### src/hw/rtl/mes_pkg.sv
// shared constants, types and helper functions of the mandelbrot escape shader
package mes_pkg;

  localparam int COORD_BITS = 12;
  localparam int MAX_ITER   = 18;
  localparam int FRAC_BITS  = 28;

  localparam int PIX_W   = 12;
  localparam int CFG_W   = 32;
  localparam int SHADE_W = 8;
  localparam int COUNT_W = 5;
  localparam int IDX_W   = 2;

  localparam int SHADE_STEP = 15;
  localparam int SHADE_MAX  = 255;

  // pixel bits that take part in the mapping
  localparam int COORD_USE = (COORD_BITS < PIX_W) ? COORD_BITS : PIX_W;
  // product of unsigned pixel index and signed step, and c with origin added
  localparam int CP_W = COORD_USE + 1 + CFG_W;
  localparam int CS_W = CP_W + 1;
  // z always lies within +-8 once c passed the range check
  localparam int Z_W    = FRAC_BITS + 4;
  localparam int P_W    = 2 * Z_W;
  localparam int ITER_W = $clog2(MAX_ITER + 1);

  localparam int QUEUE_DEPTH = 2;
  localparam int QPTR_W      = (QUEUE_DEPTH > 1) ? $clog2(QUEUE_DEPTH) : 1;
  localparam int QCNT_W      = $clog2(QUEUE_DEPTH + 1);

  localparam logic [CFG_W-1:0] RE_ORIGIN_RST = 32'hE000_0000;
  localparam logic [CFG_W-1:0] RE_STEP_RST   = 32'd589505;
  localparam logic [CFG_W-1:0] IM_ORIGIN_RST = 32'hE800_0000;
  localparam logic [CFG_W-1:0] IM_STEP_RST   = 32'd1048576;

  typedef enum logic [IDX_W-1:0] {
    REG_RE_ORIGIN,
    REG_RE_STEP,
    REG_IM_ORIGIN,
    REG_IM_STEP
  } mes_reg_e;

  typedef enum logic [1:0] {
    B_IDLE,
    B_MUL,
    B_UPD,
    B_FIN
  } mes_state_e;

  typedef struct packed {
    logic signed [CFG_W-1:0] re_origin;
    logic signed [CFG_W-1:0] re_step;
    logic signed [CFG_W-1:0] im_origin;
    logic signed [CFG_W-1:0] im_step;
  } mes_cfg_t;

  // one classified point handed from front to back
  typedef struct packed {
    logic                  far;
    logic signed [Z_W-1:0] cr;
    logic signed [Z_W-1:0] ci;
  } mes_item_t;

  function automatic logic [SHADE_W-1:0] shade_of(logic [ITER_W-1:0] n);
    logic [ITER_W+7:0] s;
    s = (ITER_W + 8)'(n) * (ITER_W + 8)'(SHADE_STEP);
    return (s > (ITER_W + 8)'(SHADE_MAX)) ? SHADE_W'(SHADE_MAX) : s[SHADE_W-1:0];
  endfunction

  function automatic logic [COUNT_W-1:0] count_field(logic [ITER_W-1:0] n);
    logic [ITER_W+COUNT_W-1:0] w;
    w = (ITER_W + COUNT_W)'(n);
    return w[COUNT_W-1:0];
  endfunction

endpackage

### src/hw/rtl/mes_queue.sv
// short fifo of classified points between front and back
module mes_queue import mes_pkg::*; (
  input  logic      clk_i,
  input  logic      rst_ni,
  input  logic      push_i,
  input  mes_item_t item_i,
  output logic      full_o,
  output logic      valid_o,
  output mes_item_t item_o,
  input  logic      pop_i
);

  mes_item_t           mem_q [QUEUE_DEPTH];
  logic [QPTR_W-1:0]   wr_q, wr_d, rd_q, rd_d;
  logic [QCNT_W-1:0]   cnt_q, cnt_d;
  logic                do_push, do_pop;

  assign full_o  = (cnt_q == QCNT_W'(QUEUE_DEPTH));
  assign valid_o = (cnt_q != '0);
  assign item_o  = mem_q[rd_q];
  assign do_push = push_i && !full_o;
  assign do_pop  = pop_i && valid_o;

  always_comb begin
    wr_d  = wr_q;
    rd_d  = rd_q;
    cnt_d = cnt_q;
    if (do_push) begin
      wr_d = (wr_q == QPTR_W'(QUEUE_DEPTH - 1)) ? '0 : wr_q + 1'b1;
    end
    if (do_pop) begin
      rd_d = (rd_q == QPTR_W'(QUEUE_DEPTH - 1)) ? '0 : rd_q + 1'b1;
    end
    if (do_push && !do_pop) begin
      cnt_d = cnt_q + 1'b1;
    end else if (do_pop && !do_push) begin
      cnt_d = cnt_q - 1'b1;
    end
  end

  always_ff @(posedge clk_i or negedge rst_ni) begin
    if (!rst_ni) begin
      wr_q  <= '0;
      rd_q  <= '0;
      cnt_q <= '0;
    end else begin
      wr_q  <= wr_d;
      rd_q  <= rd_d;
      cnt_q <= cnt_d;
    end
  end

  always_ff @(posedge clk_i) begin
    if (do_push) begin
      mem_q[wr_q] <= item_i;
    end
  end

endmodule

### config.mk
export PLATFORM = sky130hd
export DESIGN_NAME = mes_queue
export DESIGN_NICKNAME = d
export VERILOG_FILES = /design/src/hw/rtl/mes_pkg.sv /design/src/hw/rtl/mes_queue.sv
export SDC_FILE = /design/constraint.sdc
export NUM_CORES = 1
export LEC_CHECK = 0
export BUFFER_PORTS_ARGS = -buffer_cell sky130_fd_sc_hd__buf_4
export CAP_MARGIN = 20
export CORE_ASPECT_RATIO = 1.1
export CORE_MARGIN = 2
export CORE_UTILIZATION = 47
export CTS_CLUSTER_DIAMETER = 150
export DETAILED_ROUTE_END_ITERATION = 10
export PLACE_DENSITY = 0.78
export SLEW_MARGIN = 20
export SYNTH_ARGS = -nofsm -noshare
export SYNTH_HDL_FRONTEND = slang
export SYNTH_SLANG_ARGS = --single-unit
### constraint.sdc
create_clock -name clk_i -period 3.5 [get_ports clk_i]
set_input_delay 0.175 -clock clk_i [delete_from_list [all_inputs] [get_ports clk_i]]
set_output_delay 0.175 -clock clk_i [all_outputs]
set_load 0.01 [all_outputs]
==> metrics.yaml <==
sta:
  finalHoldViolCount: 0
  fmax_mhz: 463.5
  rsz0062_at_grt: "false"
  slew_headroom_pct: 39.60
  drv_slew: 0
  finalSetupTns_ps: 0
  period_needed_ps: 2158
  finalClockSkew_ps: 9.225
  setup_violations: 0
  tightest_slew_ps: 906.0
  min_period_over_period_pct: 61.65
grt:
  grt_usage_pct: 16.83
  grt_pass1_wl_um: 14310
  grt_max_degree: 67
  antenna_found_initial: 0
  grt_pass1_vias: 2980
  grt-ovfl-total: 0
clock_tree:
  clock_sinks: 134
  clk_pin_slew_ps: 50
  cts-resized-gates: 0
  htree_levels: 4
  clkLatencyLatePin_ps: 400
  root_buffer: "clkbuf_16"
  cts_made_buffers: 17
  clockBufferDepth: 2
  cts_tree: "yes"
yosys:
  synth_seq_cells: 134
  syn_area_per_cell_sq_um: 22.85
  synth_enable_flop_cells: 130
  synthTopCellsByCount: "edfxtp_1, mux2_4, mux2_2, buf_6, dfrtp_1"
  yosysUniqueCellTypes: 15
  synth_adder_area_share_pct: 0.2478
  synthMuxAreaShare_pct: 17.47
  async_reset_ff_share_pct: 2.985
  netlist_top_cells_area: "edfxtp_1, mux2_4, mux2_2, dfrtp_1, buf_6"
  synth.top_cell.area_share_pct: 77.30
  syn_nets: 291
  yosys.area_share.simple_pct: 0.6690
  synth-seq-area-share_pct: 79.29
  yosys.area.top_type: "edfxtp_1"
  synthXorXnorAreaFrac_pct: 0.8672
  synth-compound-area-share_pct: 0
  syn_area_sq_um: 5050
  synthFlopType: "edfxtp_1"
  postSynthCellCount: 221
  synth_top_family_by_area: "multiplexers"
  yosys.cell_count.top_type: "edfxtp_1"
  yosysWarnings: 0
detailed_routing:
  first_pass_iters: 6
  vias: 2777
  dr_wl_met3_um: 565
  ant_nets: 0
  wl_per_cell_um: 16.02
  met2_length_um: 5194
  drc: 0
  top_layer: "met4"
  viasPerCell: 4.691
  wl_um: 9484
  first_iter_violations: 91
  wl_met1_um: 3643
die:
  num_rows: 39
  initial_core_util_pct: 48.36
  fp.dieW_um: 102.8
  die_y_um: 112.7
  core-area_sq_um: 10440
  fp.dieArea_sq_um: 11590
  io_pins: 136
layout:
  nNetsFinal: 506
  syn_to_final_growth_pct: 48.56
  antenna_cells: 0
  fillers: 679
  drive_above_1_share_pct: 52.34
  fin_area_sq_um: 7502
worst_setup_path:
  critical_path_peak_fanout: 44
  worst-endpoint-required_ps: 3320
  worst-r2r-cell-count: 4
  startpoint: "rd_q"
  r2r_slack_ps: 1590
  end_kind: "primary output"
  start_kind: "flop"
  r2r_start: "cnt_q[0]"
  critPathArrivalTime_ps: 1980
  r2r-end: "mem_q[0][14]"
  critPathKind: "reg -> out"
min_path:
  worstHoldStart: "pop_i"
  hold_class: "in -> reg"
  min_to: "rd_q"
  worstHoldPathCells: 3
power_and_ir_drop:
  sw_frac_of_total_pct: 26.49
  leakagePower_uw: 0.002966
  seqPwrFrac_pct: 39.0
  power_frac_clock_pct: 29.8
  p_per_area_nw_per_um2: 808.7
  p_comb_share_pct: 31.2
  switchingPower_uw: 1607
  p_int_uw: 4460
  vdd_drop_max_v: 0.0005212
placed_design:
  portBuffers: 135
  hpwl_um: 5239
  post_dp_cell_area_sq_um: 6200
  gp_congestion: 0.6841
flow_run:
  drv_cap: 0
outcome:
  outcome: "completed"
## placed cells by master, fill, tap and decap left out, drive strengths merged
master / count
xor2: 2
dfrtp: 4
edfxtp: 130
ha: 1
nand2b: 1
nand2: 2
clkbuf: 19
or2: 1
inv: 2
mux2: 65
xnor2: 3
and3: 1
buf: 137
dlygate4sd3: 66
clkinv: 5
nor2: 2
bufinv: 4
clkinvlp: 4
## cell type report
cell class | count | area [sq um] | area share, %
Sequential cell | 134 | 4008 | 53.42
Timing Repair Buffer | 203 | 1709 | 22.78
Multi-Input combinational cell | 78 | 984.7 | 13.13
Clock buffer | 19 | 432.9 | 5.771
Clock inverter | 13 | 181.4 | 2.418
Tap cell | 143 | 178.9 | 2.385
Inverter | 2 | 7.507 | 0.1001
## stage by stage
stage,cells,utilization (%),worst slack [ps],power (uW),hold slack (ps)
after floorplan,221,-,758.3,3489,-120.6
after global routing,592,71.84,1290,6332,84.23
after global placement,493,59.37,1568,4185,-25.17
final,592,71.84,1342,6067,100.3
after detailed placement,493,59.37,1578,4221,-22.51
after CTS,591,71.58,1125,6093,81.28
## cell families (layout without fill, tap and decap cells)
| kind of cell | count (synthesis) | after routing |
|---|---|---|
| xor gates and xnor gates | 5 | 5 |
| muxes | 65 | 65 |
| buffers and inverters | 9 | 237 |
| and+or+nand+nor | 7 | 7 |
| DFF | 134 | 134 |
| adders and majority gates | 1 | 1 |
## power by group through the flow
stage / logic, uW / clock network (uW) / registers [uW]
3_3_place_gp: 1680 / 0 / 2500
5_1_grt: 2020 / 1910 / 2400
4_1_cts: 1760 / 1840 / 2500
6_report: 1890 / 1810 / 2370
3_5_place_dp: 1700 / 0 / 2520
2_1_floorplan: 1170 / 0 / 2320
## worst max-delay path, cell delays in order, from the launching register on
cell     delay [ps]
dfrtp_4         670
buf_16          310
mux2_2          380
buf_4           150
## registers in the layout, summed over array words and instances (netlist names)
register,cells
rd_q,1
mem_q,130
wr_q,1
cnt_q,2
## repair_timing
action | in CTS | in global routing
hold endpoints to repair | 134 | 0
hold buffers | 66 | 0
buffers inserted | 0 | 0
## worst max path at each step
stage / slack (ps) / cells past startpoint / end
floorplan: 760 / 3 / mem_q[0][0]
global placement: 1570 / 2 / item_o[40]
finish: 1340 / 3 / item_o[42]
global route: 1290 / 3 / item_o[42]
detailed placement: 1580 / 4 / mem_q[0][22]
CTS: 1130 / 2 / item_o[40]
## layer usage
layer,global-route usage [%],vias up
li1,-,1307
met1,18.19,1358
met2,30.07,101
met3,5.991,11
met4,6.053,0
met5,0,-
No activity file was read; power rests on OpenSTA's default activity.
