==> config.mk <==
export PLATFORM = sky130hd
export DESIGN_NAME = mes_front
export DESIGN_NICKNAME = d
export VERILOG_FILES = /design/src/hw/rtl/mes_pkg.sv /design/src/hw/rtl/mes_front.sv
export SDC_FILE = /design/constraint.sdc
export NUM_CORES = 2
export LEC_CHECK = 0
export CAP_MARGIN = 40
export CORE_ASPECT_RATIO = 0.75
export CORE_MARGIN = 3
export CORE_UTILIZATION = 57
export CTS_CLUSTER_SIZE = 25
export DETAILED_ROUTE_END_ITERATION = 16
export DONT_BUFFER_PORTS = 1
export PLACE_DENSITY = 0.69
export SETUP_SLACK_MARGIN = 0.2
export SKIP_LAST_GASP = 1
export SYNTH_ARGS = -nofsm -noshare
export SYNTH_HDL_FRONTEND = slang
export SYNTH_SLANG_ARGS = --single-unit
==> constraint.sdc <==
create_clock -name clk_i -period 8.2 [get_ports clk_i]
set_clock_uncertainty 0.2 [all_clocks]
set_input_delay 1.64 -clock clk_i [delete_from_list [all_inputs] [get_ports clk_i]]
set_output_delay 1.64 -clock clk_i [all_outputs]
set_load 0.01 [all_outputs]
==> src/hw/rtl/mes_pkg.sv <==
// shared constants, types and helper functions of the mandelbrot escape shader
package mes_pkg;

  localparam int COORD_BITS = 12;
  localparam int MAX_ITER   = 18;
  localparam int FRAC_BITS  = 28;

  localparam int PIX_W   = 12;
  localparam int CFG_W   = 32;
  localparam int SHADE_W = 8;
  localparam int COUNT_W = 5;
  localparam int IDX_W   = 2;

  localparam int SHADE_STEP = 15;
  localparam int SHADE_MAX  = 255;

  // pixel bits that take part in the mapping
  localparam int COORD_USE = (COORD_BITS < PIX_W) ? COORD_BITS : PIX_W;
  // product of unsigned pixel index and signed step, and c with origin added
  localparam int CP_W = COORD_USE + 1 + CFG_W;
  localparam int CS_W = CP_W + 1;
  // z always lies within +-8 once c passed the range check
  localparam int Z_W    = FRAC_BITS + 4;
  localparam int P_W    = 2 * Z_W;
  localparam int ITER_W = $clog2(MAX_ITER + 1);

  localparam int QUEUE_DEPTH = 2;
  localparam int QPTR_W      = (QUEUE_DEPTH > 1) ? $clog2(QUEUE_DEPTH) : 1;
  localparam int QCNT_W      = $clog2(QUEUE_DEPTH + 1);

  localparam logic [CFG_W-1:0] RE_ORIGIN_RST = 32'hE000_0000;
  localparam logic [CFG_W-1:0] RE_STEP_RST   = 32'd589505;
  localparam logic [CFG_W-1:0] IM_ORIGIN_RST = 32'hE800_0000;
  localparam logic [CFG_W-1:0] IM_STEP_RST   = 32'd1048576;

  typedef enum logic [IDX_W-1:0] {
    REG_RE_ORIGIN,
    REG_RE_STEP,
    REG_IM_ORIGIN,
    REG_IM_STEP
  } mes_reg_e;

  typedef enum logic [1:0] {
    B_IDLE,
    B_MUL,
    B_UPD,
    B_FIN
  } mes_state_e;

  typedef struct packed {
    logic signed [CFG_W-1:0] re_origin;
    logic signed [CFG_W-1:0] re_step;
    logic signed [CFG_W-1:0] im_origin;
    logic signed [CFG_W-1:0] im_step;
  } mes_cfg_t;

  // one classified point handed from front to back
  typedef struct packed {
    logic                  far;
    logic signed [Z_W-1:0] cr;
    logic signed [Z_W-1:0] ci;
  } mes_item_t;

  function automatic logic [SHADE_W-1:0] shade_of(logic [ITER_W-1:0] n);
    logic [ITER_W+7:0] s;
    s = (ITER_W + 8)'(n) * (ITER_W + 8)'(SHADE_STEP);
    return (s > (ITER_W + 8)'(SHADE_MAX)) ? SHADE_W'(SHADE_MAX) : s[SHADE_W-1:0];
  endfunction

  function automatic logic [COUNT_W-1:0] count_field(logic [ITER_W-1:0] n);
    logic [ITER_W+COUNT_W-1:0] w;
    w = (ITER_W + COUNT_W)'(n);
    return w[COUNT_W-1:0];
  endfunction

endpackage

==> src/hw/rtl/mes_front.sv <==
// front end: maps a pixel to c and flags points that lie far outside the set
module mes_front import mes_pkg::*; (
  input  logic                 clk_i,
  input  logic                 rst_ni,
  input  mes_cfg_t             cfg_i,
  input  logic                 in_valid_i,
  output logic                 in_stall_o,
  input  logic [PIX_W-1:0]     pixel_x_i,
  input  logic [PIX_W-1:0]     pixel_y_i,
  input  logic                 q_full_i,
  output logic                 push_o,
  output mes_item_t            item_o
);

  logic                   s1_valid_q, s1_valid_d;
  logic signed [CP_W-1:0] prod_re_q, prod_re_d;
  logic signed [CP_W-1:0] prod_im_q, prod_im_d;
  logic signed [CP_W-1:0] px_ext, py_ext, rs_ext, is_ext;
  logic signed [CS_W-1:0] sum_re, sum_im;
  logic                   accept;
  logic                   fit_re, fit_im;

  assign in_stall_o = s1_valid_q && q_full_i;
  assign accept     = in_valid_i && !in_stall_o;
  assign push_o     = s1_valid_q && !q_full_i;

  assign px_ext = CP_W'({1'b0, pixel_x_i[COORD_USE-1:0]});
  assign py_ext = CP_W'({1'b0, pixel_y_i[COORD_USE-1:0]});
  assign rs_ext = {{(CP_W - CFG_W){cfg_i.re_step[CFG_W-1]}}, cfg_i.re_step};
  assign is_ext = {{(CP_W - CFG_W){cfg_i.im_step[CFG_W-1]}}, cfg_i.im_step};

  always_comb begin
    prod_re_d  = prod_re_q;
    prod_im_d  = prod_im_q;
    s1_valid_d = s1_valid_q;
    if (accept) begin
      prod_re_d  = px_ext * rs_ext;
      prod_im_d  = py_ext * is_ext;
      s1_valid_d = 1'b1;
    end else if (push_o) begin
      s1_valid_d = 1'b0;
    end
  end

  assign sum_re = {prod_re_q[CP_W-1], prod_re_q} +
                  {{(CS_W - CFG_W){cfg_i.re_origin[CFG_W-1]}}, cfg_i.re_origin};
  assign sum_im = {prod_im_q[CP_W-1], prod_im_q} +
                  {{(CS_W - CFG_W){cfg_i.im_origin[CFG_W-1]}}, cfg_i.im_origin};

  // a part that does not fit in z's width is beyond radius 2 for sure
  assign fit_re = (&sum_re[CS_W-1:Z_W-1]) || !(|sum_re[CS_W-1:Z_W-1]);
  assign fit_im = (&sum_im[CS_W-1:Z_W-1]) || !(|sum_im[CS_W-1:Z_W-1]);

  assign item_o.far = !(fit_re && fit_im);
  assign item_o.cr  = sum_re[Z_W-1:0];
  assign item_o.ci  = sum_im[Z_W-1:0];

  always_ff @(posedge clk_i or negedge rst_ni) begin
    if (!rst_ni) begin
      s1_valid_q <= 1'b0;
    end else begin
      s1_valid_q <= s1_valid_d;
    end
  end

  always_ff @(posedge clk_i) begin
    prod_re_q <= prod_re_d;
    prod_im_q <= prod_im_d;
  end

endmodule

==> out/qor.tcl <==
set qor(netlist_area_um2) 34300
set qor(cts_max_level) 3
set qor(filler_cell_count) 5335
set qor(setup_viol_count_final) 0
set qor(postCtsResizedCells) 0
set qor(antenna_nets_post_route) 0
set qor(overflow) 0
set qor(synth_enable_flop_cells) 90
set qor(final_area_um2) 35000
set qor(numCtsBuffers) 9
set qor(grt_first_pass_wirelength_um) 140000
set qor(fmax_ghz) 0.132
set qor(async_flop_share) 0.0110
set qor(area.growth.synth_to_final_pct) 2.10
set qor(routed_wire_length_per_instance_um) 18.6
set qor(hold_crit_class) {reg -> reg}
set qor(global_route.usage.met1) 0.440
set qor(detailed_route_wire_length_um) 85500
set qor(crit_end_element) {flop}
set qor(grt_util_met2) 0.388
set qor(postSynthRegisterBits) 91
set qor(timing.rr.start) {s1_valid_q}
set qor(gp_congestion) 0.958
set qor(grt_start_max_net_pins) 65
set qor(synthFlopType) {edfxtp_1}
set qor(grt_antenna_before_repair) 13
set qor(slew_violations) 0
set qor(num_io_pins) 223
set qor(setup_ws_ps) 611
set qor(first_pass_iters) 5
set qor(num_vias) 25400
set qor(drcViolationCount) 0
set qor(critPathKind) {in -> reg}
set qor(arrival_ps) 7500
set qor(max_cap_viol_count) 0
set qor(core_um2) 59300
set qor(outcome) {finished, final reports clean}
set qor(post_cts_setup_inserts) 0
set qor(clock_insertion_delay_worst_skew_ps) 370
set qor(place_area_um2) 34700
set qor(row_cnt) 77
set qor(hold_buffers) 0
set qor(dp_hpwl_um) 72100
set qor(cts_tree) {yes}
set qor(start_util) 0.579
set qor(syn-mean-instance-area_um2) 8.70
set qor(die_area_um2) 63200
set qor(yosys.cell_types.count) 74
set qor(hold_path.startpoint) {s1_valid_q}
set qor(post_route_cells_drive_above_1_share) 0.0116
set qor(clk_pin_slew_ps) 80
set qor(clk_root_buffer_cell) {clkbuf_16}
set qor(fp.dieH_um) 218
set qor(slew_at_the_pin_with_the_worst_max_slew_slack_ps) 892
set qor(pre_cts_slack_ps) 235
set qor(rsz0062_at_grt) {false}
set qor(ctsLongestPathBuffers) 2
set qor(synthesis.nets) 5067
set qor(grt_util_met3) 0.0808
set qor(die_width_um) 289
set qor(crit_path_max_delay_cell_type) {fa_1}
set qor(grt_most_used_layer) {met1}
set qor(yosys_warnings) 0
set qor(min_period_over_period) 0.925
set qor(crit_path_start) {cfg_i[8]}
set qor(drt-initial-drc-count) 1778
set qor(timing.critical_path.mode_cell) {fa_1}
set qor(numClockSinks) 91
set qor(grt_use_total) 0.281
set qor(required_ps) 8110
set qor(finalNetCount) 4918
set qor(synth_seq_area_share) 0.0795
set qor(timing.critical_path.cells) {and2_1, fa_1, inv_1, fa_1, inv_1, fa_1, fa_1, inv_1, fa_1, inv_1, ha_1, o21a_1, o21ai_0, nor2b_1, a2111oi_0, buf_4, o2111ai_1, o21ai_1, a311oi_2, o31a_1, o21ai_0, a21oi_1, xnor2_1}
set qor(port-buffer-count) 0
set qor(drt-vias-per-instance) 5.52
set qor(finalWorstPathRequiredPeriod_ps) 7590
set qor(crit_path_max_incr_delay_ps) 550
set qor(critical_path.max_fanout) 12
set qor(total_neg_setup_slack_ps) 0
set qor(first_global_vias) 25500
set qor(worst_setup_path_start_kind) {input pin}
set qor(post_synth_inst_count) 3945
set qor(max-slew-margin-rel) 0.405
set qor(report.final.hold_viol_count) 0
## cell families (layout without fill, tap and decap cells)
group	Yosys count	count (layout)	share of synthesized area
compound gates	503	503	0.0943
xor+xnor	155	155	0.0396
fa+ha+maj	966	966	0.501
buf+inv	1042	898	0.114
flops	91	91	0.0795
mux	3	3	0.000912
other cells	0	6	0
simple gates	1185	1185	0.171
## stage by stage
step / hold slack (ps) / util / cells
global route: 644 / 0.591 / 4596
global placement: 544 / 0.586 / 4575
CTS: 573 / 0.591 / 4591
floorplan: 449 / - / 3945
detailed placement: 550 / 0.586 / 4575
finish: 569 / 0.591 / 4597
## critical path: cells and delay by family
family | cells | cell delay, ps
adders and majority gates | 6 | 2840
AOI/OAI and AO/OA | 9 | 2080
and+or+nand+nor | 2 | 390
buffers and inverters | 5 | 420
xor gates and xnor gates | 1 | 130
## registers in the layout (all words and copies together), names as in the netlist
| signal | cells |
|---|---|
| s1_valid_q | 1 |
| prod_re_q | 45 |
| prod_im_q | 45 |
## path summary, 6_finish.rpt
kind,endpoint,slack (ps),cells after the start
worst max-delay path,prod_im_q[38],610,23
worst min-delay path,s1_valid_q,570,2
worst max register to register,prod_re_q[8],5500,3
worst min register to register,s1_valid_q,570,2
max in group asynchronous,s1_valid_q,6980,0
min in group asynchronous,s1_valid_q,750,0
## layout make-up
type	count	area (um^2)	area share
tap	790	988	0.0282
sequential	91	2730	0.0779
antenna	6	15.0	0.000429
multi-input combinational	2812	27700	0.790
inverter	878	3300	0.0941
clock buffer	9	225	0.00643
clock inverter	7	81.3	0.00232
timing repair buffer	4	30.0	0.000857
## synthesized netlist by cell type, types with 11 or more instances
| cell type | number | area [um^2] |
|---|---|---|
| nor2b_1 | 26 | 163 |
| xnor2_1 | 115 | 1010 |
| o21ai_1 | 11 | 55.1 |
| clkbuf_1 | 161 | 604 |
| a211oi_1 | 15 | 113 |
| nor3_1 | 36 | 180 |
| o21bai_1 | 21 | 158 |
| o21a_1 | 35 | 263 |
| inv_1 | 878 | 3300 |
| and3_1 | 19 | 119 |
| a31oi_1 | 17 | 106 |
| o211ai_1 | 14 | 105 |
| nand3_1 | 32 | 160 |
| nand4_1 | 25 | 156 |
| nand2_1 | 529 | 1990 |
| a21oi_1 | 161 | 806 |
| nand2b_1 | 26 | 163 |
| xor2_1 | 40 | 350 |
| ha_1 | 288 | 3600 |
| a21o_1 | 69 | 518 |
| and2_1 | 352 | 2200 |
| o21ai_0 | 80 | 400 |
| nor2_1 | 90 | 338 |
| edfxtp_1 | 90 | 2700 |
| fa_1 | 678 | 13600 |
## placed cells by master (no fill, tap or decap), types with 69 or more instances in the layout
master,n
nor2_1,90
and2_1,352
fa_1,678
xnor2_1,115
ha_1,288
a21oi_1,161
o21ai_0,80
a21o_1,69
edfxtp_1,90
nand2_1,529
inv_1,878
## per-layer routing
metal | routed length (um) | vias to the layer above
met2 | 35400 | 871
met3 | 8400 | 95
met1 | 40100 | 12600
met4 | 1510 | 14
li1 | - | 11800
met5 | 92 | -
Power is not shown: default switching activity piles up to over one toggle a cycle in this logic, so the estimate is an artifact.
